--- config.mk ---
export PLATFORM = sky130hd
export DESIGN_NAME = ppq_apb
export DESIGN_NICKNAME = d
export VERILOG_FILES = /design/src/hw/rtl/ppq_pkg.sv /design/src/hw/rtl/ppq_apb.sv
export SDC_FILE = /design/constraint.sdc
export NUM_CORES = 1
export LEC_CHECK = 0
export BUFFER_PORTS_ARGS = -buffer_cell sky130_fd_sc_hd__buf_2
export CAP_MARGIN = 40
export CORE_MARGIN = 3
export CORE_UTILIZATION = 25
export DETAILED_ROUTE_END_ITERATION = 12
export GPL_TIMING_DRIVEN = 0
export PLACE_DENSITY = 0.89
export SLEW_MARGIN = 10
export SYNTH_ARGS = -nofsm -noshare
export SYNTH_HDL_FRONTEND = slang
export SYNTH_SLANG_ARGS = --single-unit
--- constraint.sdc ---
create_clock -name clk -period 1.5 [get_ports clk]
set_clock_uncertainty 0.15 [all_clocks]
set_input_delay 0.45 -clock clk [delete_from_list [all_inputs] [get_ports clk]]
set_output_delay 0.45 -clock clk [all_outputs]
set_load 0.05 [all_outputs]
--- src/hw/rtl/ppq_pkg.sv ---
// Shared constants, codes and types of the priority message queue.
package ppq_pkg;

    localparam int QUEUE_DEPTH = 16;
    localparam int CHUNKS_PER_MESSAGE = 8;

    localparam int SLOT_W = $clog2(QUEUE_DEPTH);
    localparam int CNT_W = $clog2(QUEUE_DEPTH + 1);
    localparam int CH_IW = (CHUNKS_PER_MESSAGE > 1) ? $clog2(CHUNKS_PER_MESSAGE) : 1;
    localparam int CH_CW = $clog2(CHUNKS_PER_MESSAGE + 1);
    localparam int PAY_DEPTH = QUEUE_DEPTH * CHUNKS_PER_MESSAGE;
    localparam int PAY_AW = $clog2(PAY_DEPTH);
    localparam int MAX_LEN = (8 * CHUNKS_PER_MESSAGE < 64) ? 8 * CHUNKS_PER_MESSAGE : 64;
    localparam int DESC_W = 59;

    localparam int PADDR_W = 3;
    localparam logic [PADDR_W-1:0] REG_MAX_RETRY_PRIORITY = 3'd0;

    typedef enum logic [1:0] {
        OP_ENQUEUE = 2'd0,
        OP_DEQUEUE = 2'd1,
        OP_RETRY   = 2'd2,
        OP_NOP     = 2'd3
    } op_t;

    typedef enum logic [2:0] {
        ST_OK       = 3'd0,
        ST_BAD_LEN  = 3'd1,
        ST_FULL     = 3'd2,
        ST_EMPTY    = 3'd3,
        ST_NO_HELD  = 3'd4,
        ST_OVERFLOW = 3'd5
    } status_t;

    typedef struct packed {
        logic [3:0]  prio;
        logic [7:0]  ptype;
        logic [7:0]  dest;
        logic [6:0]  len;
        logic [31:0] tick;
    } desc_t;

endpackage

--- src/hw/rtl/ppq_apb.sv ---
// APB configuration register file of the priority message queue.
module ppq_apb
    import ppq_pkg::*;
(
    input  logic               clk,
    input  logic               rst_n,
    input  logic               psel,
    input  logic               penable,
    input  logic               pwrite,
    input  logic [PADDR_W-1:0] paddr,
    input  logic [31:0]        pwdata,
    output logic [31:0]        prdata,
    output logic               pready,
    output logic [3:0]         max_retry_prio
);
    logic [3:0] max_retry_reg;
    logic [3:0] max_retry_next;

    assign pready = 1'b1;
    assign max_retry_prio = max_retry_reg;
    assign prdata = (paddr == REG_MAX_RETRY_PRIORITY) ? {28'd0, max_retry_reg} : 32'd0;

    always_comb
    begin
        max_retry_next = max_retry_reg;
        if (psel && penable && pwrite && (paddr == REG_MAX_RETRY_PRIORITY))
        begin
            max_retry_next = pwdata[3:0];
        end
    end

    always_ff @(posedge clk or negedge rst_n)
    begin
        if (!rst_n)
        begin
            max_retry_reg <= 4'd15;
        end
        else
        begin
            max_retry_reg <= max_retry_next;
        end
    end
endmodule

# [Yosys cells after proc, flatten, opt, wreduce, memory -nomap -nowiden]
# Cells that the tools add are included.
[word_totals] ff_bits=4 inputBits=40 out_inout_bits=37 wordCells=6
[op_classes] n_mux=1 reduce_logical=4
[ops] operator="$mux W4" n=1
[ops] operator="$logic_and A1 B1 Y1" n=3
[ops] operator="$logic_not A3 Y1" n=1

# [Longest topological paths before layout]
[depth] ltp_word=3 ltp_mapped=3 ltp_nobuf=3

# [Least setup slack after synthesis]
# OpenSTA, ideal clock, no wires.
[synth_path] path_type="register to output" from="register max_retry_reg[0] (netlist: max_retry_prio[0])" to="output prdata[0]" t_arrival_ns=1.033 required_ns=0.900 slack_ns=-0.133 stages_incl_launch_ff=2 n_path_buf=0 cell_sequence="dfstp_2 -> and2_2"
[synth_between] elab_chain_cells=1
[synth_lines] item="start: declaration" line_no="ppq_apb.sv:16" rtl="logic [3:0] max_retry_reg;"
[synth_lines] item="start signal: assignment" line_no="ppq_apb.sv:40" rtl="max_retry_reg <= max_retry_next;"
[synth_lines] item="$mux W4" line_no="ppq_apb.sv:21" rtl="assign prdata = (paddr == REG_MAX_RETRY_PRIORITY) ? {28'd0, max_retry_reg} : 32'd0;"
[synth_lines] item="end: declaration" line_no="ppq_apb.sv:12" rtl="output logic [31:0] prdata,"
# No other way between the ends.

# [Worst setup path in the final report]
[layout_path] from="input paddr[0]" to="output prdata[0]"
[layout_between] elab_chain_cells=2
[layout_lines] item="start: declaration" line_no="ppq_apb.sv:10" rtl="input logic [PADDR_W-1:0] paddr,"
[layout_lines] item="$logic_not A3 Y1" line_no="ppq_apb.sv:21"
[layout_lines] item="$mux W4" line_no="ppq_apb.sv:21"
# No other way between the ends.

==> flow_summary.toml <==
[clock_tree]
cts_root_buffer = "clkbuf_4"
cts_sinks = 4
cts_tree = "done"
postCtsHoldBufs = 0
cts_buffer_depth = 2
cts_htree_levels = 1
clk_pin_slew_ns = 0.05
clk_latency_ns = 0.24
cts_buffers = 3

[logic_synthesis]
ys.flop_type = "dfstp_2"
synth_edf_count = 0
postSynthCellCount = 45
synth-async-reset-ratio = 1.00
synth-seq-cells = 4
synth_cell_type_count = 7
synth.area.top_cells = "buf_4 51%, dfstp_2 25%, mux2_2 11%"
netlist_area_um2 = 427
syn_avg_cell_area_um2 = 9.48
ys_seq_area_frac = 0.246
yosysMostFrequentCell = "buf_4"
synth_top_area_share = 0.510
synthTopCellsByCount = "29 x buf_4, 4 x and2_2, 4 x dfstp_2, 4 x mux2_2, 2 x conb_1"
yosysWarnings = 0
yosys.area.top_type = "buf_4"

[drt]
ant_nets = 0
vias_per_cell = 3.29
post-route-drc-count = 0
routed_wl_mm = 1.08
num_vias = 362
firstDrtPassIters = 2
drt_iter0_drc = 2
wl_per_cell_um = 9.85

[critical_path]
path_delay_family = "simple AND/OR/NAND/NOR gates"
crit_type = "primary input to primary output"
worstPathMaxFanout = 5
crit_path_top_delay_cell = "nor3_4"
cp-end-kind = "primary output"
crit_arrival_ns = 1.14
crit_required_ns = 0.90
path_cells = "buf_6 -> nor3_4 -> and2_4 -> buf_8"
cp-start-kind = "primary input"
slowest_delay_ns = 0.26
critPathBufInv = 2

[floorplan]
start_util = 0.274
die_h_um = 47.3
core_area_mm2 = 0.00156
die_area_mm2 = 0.00224
ios = 77
placementRows = 14
die_x_um = 47.3

[layout]
fillers = 152
drive_gt1_frac = 0.691
final_nets = 136
multi_input_area_um2 = 216
diodes = 0
final_cell_count_no_fill = 110
register_area_um2 = 105
largest_reg_flops = 4
area_delta_synth_final_pct = 80.4

[timing]
min_period_ns = 1.74
period_share = 1.16
maxSlewViolCount = 0
setup_viol = 8
rsz0062_at_grt = "true"
whs_ns = 0.0341
hold_viol_final = 0
fmax_mhz = 574
final.setup.worst_slack_ns = -0.242

[placed_design]
gp_congestion = 0.704
port_buffers = 19
hpwl_um = 857
place_inst = 107

[pwr]
power_density_mw_per_mm2 = 999
p_total_uw = 768
power_leakage_uw = 0.000456
irDropWorstVdd_v = 0.000535

[status]
violations = "setup timing"
outcome = "finished with violations"

[global_routing]
antenna_found_initial = 0
grt_pass1_wl_mm = 1.49
groute.usage.overall = 0.104
overflow = 0
grt_max_degree = 6
grt_pass1_vias = 367

[hold_path]
min_path_type = "primary input to asynchronous set/reset pin"

[run]
drv_cap = 0
## metal layers
metal | GRT usage | vias up | wire length, µm
met2 | 0.193 | 35 | 608
met3 | 0.0421 | 2 | 169
met4 | 0.0994 | 0 | 13
met1 | 0.0773 | 145 | 292
li1 | - | 180 | -
met5 | 0 | - | 0
## worst paths after layout
path / from / end / slack, ns / cells after the start
setup / recovery: paddr[0] / prdata[0] / -0.24 / 4
hold / removal: rst_n / max_retry_prio[0] / 0.03 / 1
setup reg to reg: max_retry_prio[1] / max_retry_prio[1] / 0.56 / 1
hold reg to reg: max_retry_prio[2] / max_retry_prio[2] / 0.50 / 1
max in group asynchronous: rst_n / max_retry_prio[3] / 1.14 / 1
min in group clk: pwdata[2] / max_retry_prio[2] / 0.29 / 2
## area by class of cell
type	instances	share of cell area
clock buffer	3	0.0293
tap	16	0.0260
multi-input combinational	39	0.281
sequential	4	0.137
buffer	29	0.283
timing repair buffer	19	0.244
## repair_timing
| item | 4_1_cts | 5_1_grt |
|---|---|---|
| pin swaps | 5 | 1 |
| cloned | 0 | 0 |
| buffers inserted | 0 | 0 |
| setup endpoints to repair | 8 | 8 |
| resized for setup | 26 | 0 |
| endpoints found under the hold margin | 0 | 0 |
## per-stage QoR
step	setup TNS (ns)	cell area [µm²]	util	setup slack (ns)
6_report	-1.21	769	0.494	-0.242
5_1_grt	-1.48	769	0.494	-0.292
4_1_cts	-1.21	769	0.494	-0.251
3_5_place_dp	-2.22	654	0.420	-0.365
3_3_place_gp	-1.88	654	0.420	-0.325
2_1_floorplan	-0.241	539	-	-0.0603
## cells in the final DEF (no fill, tap or decap)
cell / synthesis / layout
nor3_4: 0 / 1
and2_4: 0 / 4
clkbuf_4: 0 / 3
buf_4: 29 / 29
buf_2: 0 / 9
buf_8: 0 / 8
mux2_2: 4 / 4
conb_1: 2 / 29
and4_4: 1 / 1
buf_6: 0 / 2
dfstp_2: 4 / 4
## logic make-up after synthesis
group                  count (synthesis)  synth area share
flip-flops                             4             0.246
buffers and inverters                 29             0.510
AND/OR/NAND/NOR                        6             0.120
multiplexers                           4             0.106
other                                  2            0.0176
## power breakdown
part	total (µW)	internal (µW)	switching [µW]	leakage, µW
clock network	147	90.4	56.4	0.0000138
registers	178	146	31.9	0.0000418
logic	443	154	290	0.000400
(Power assumes the default switching activity.)
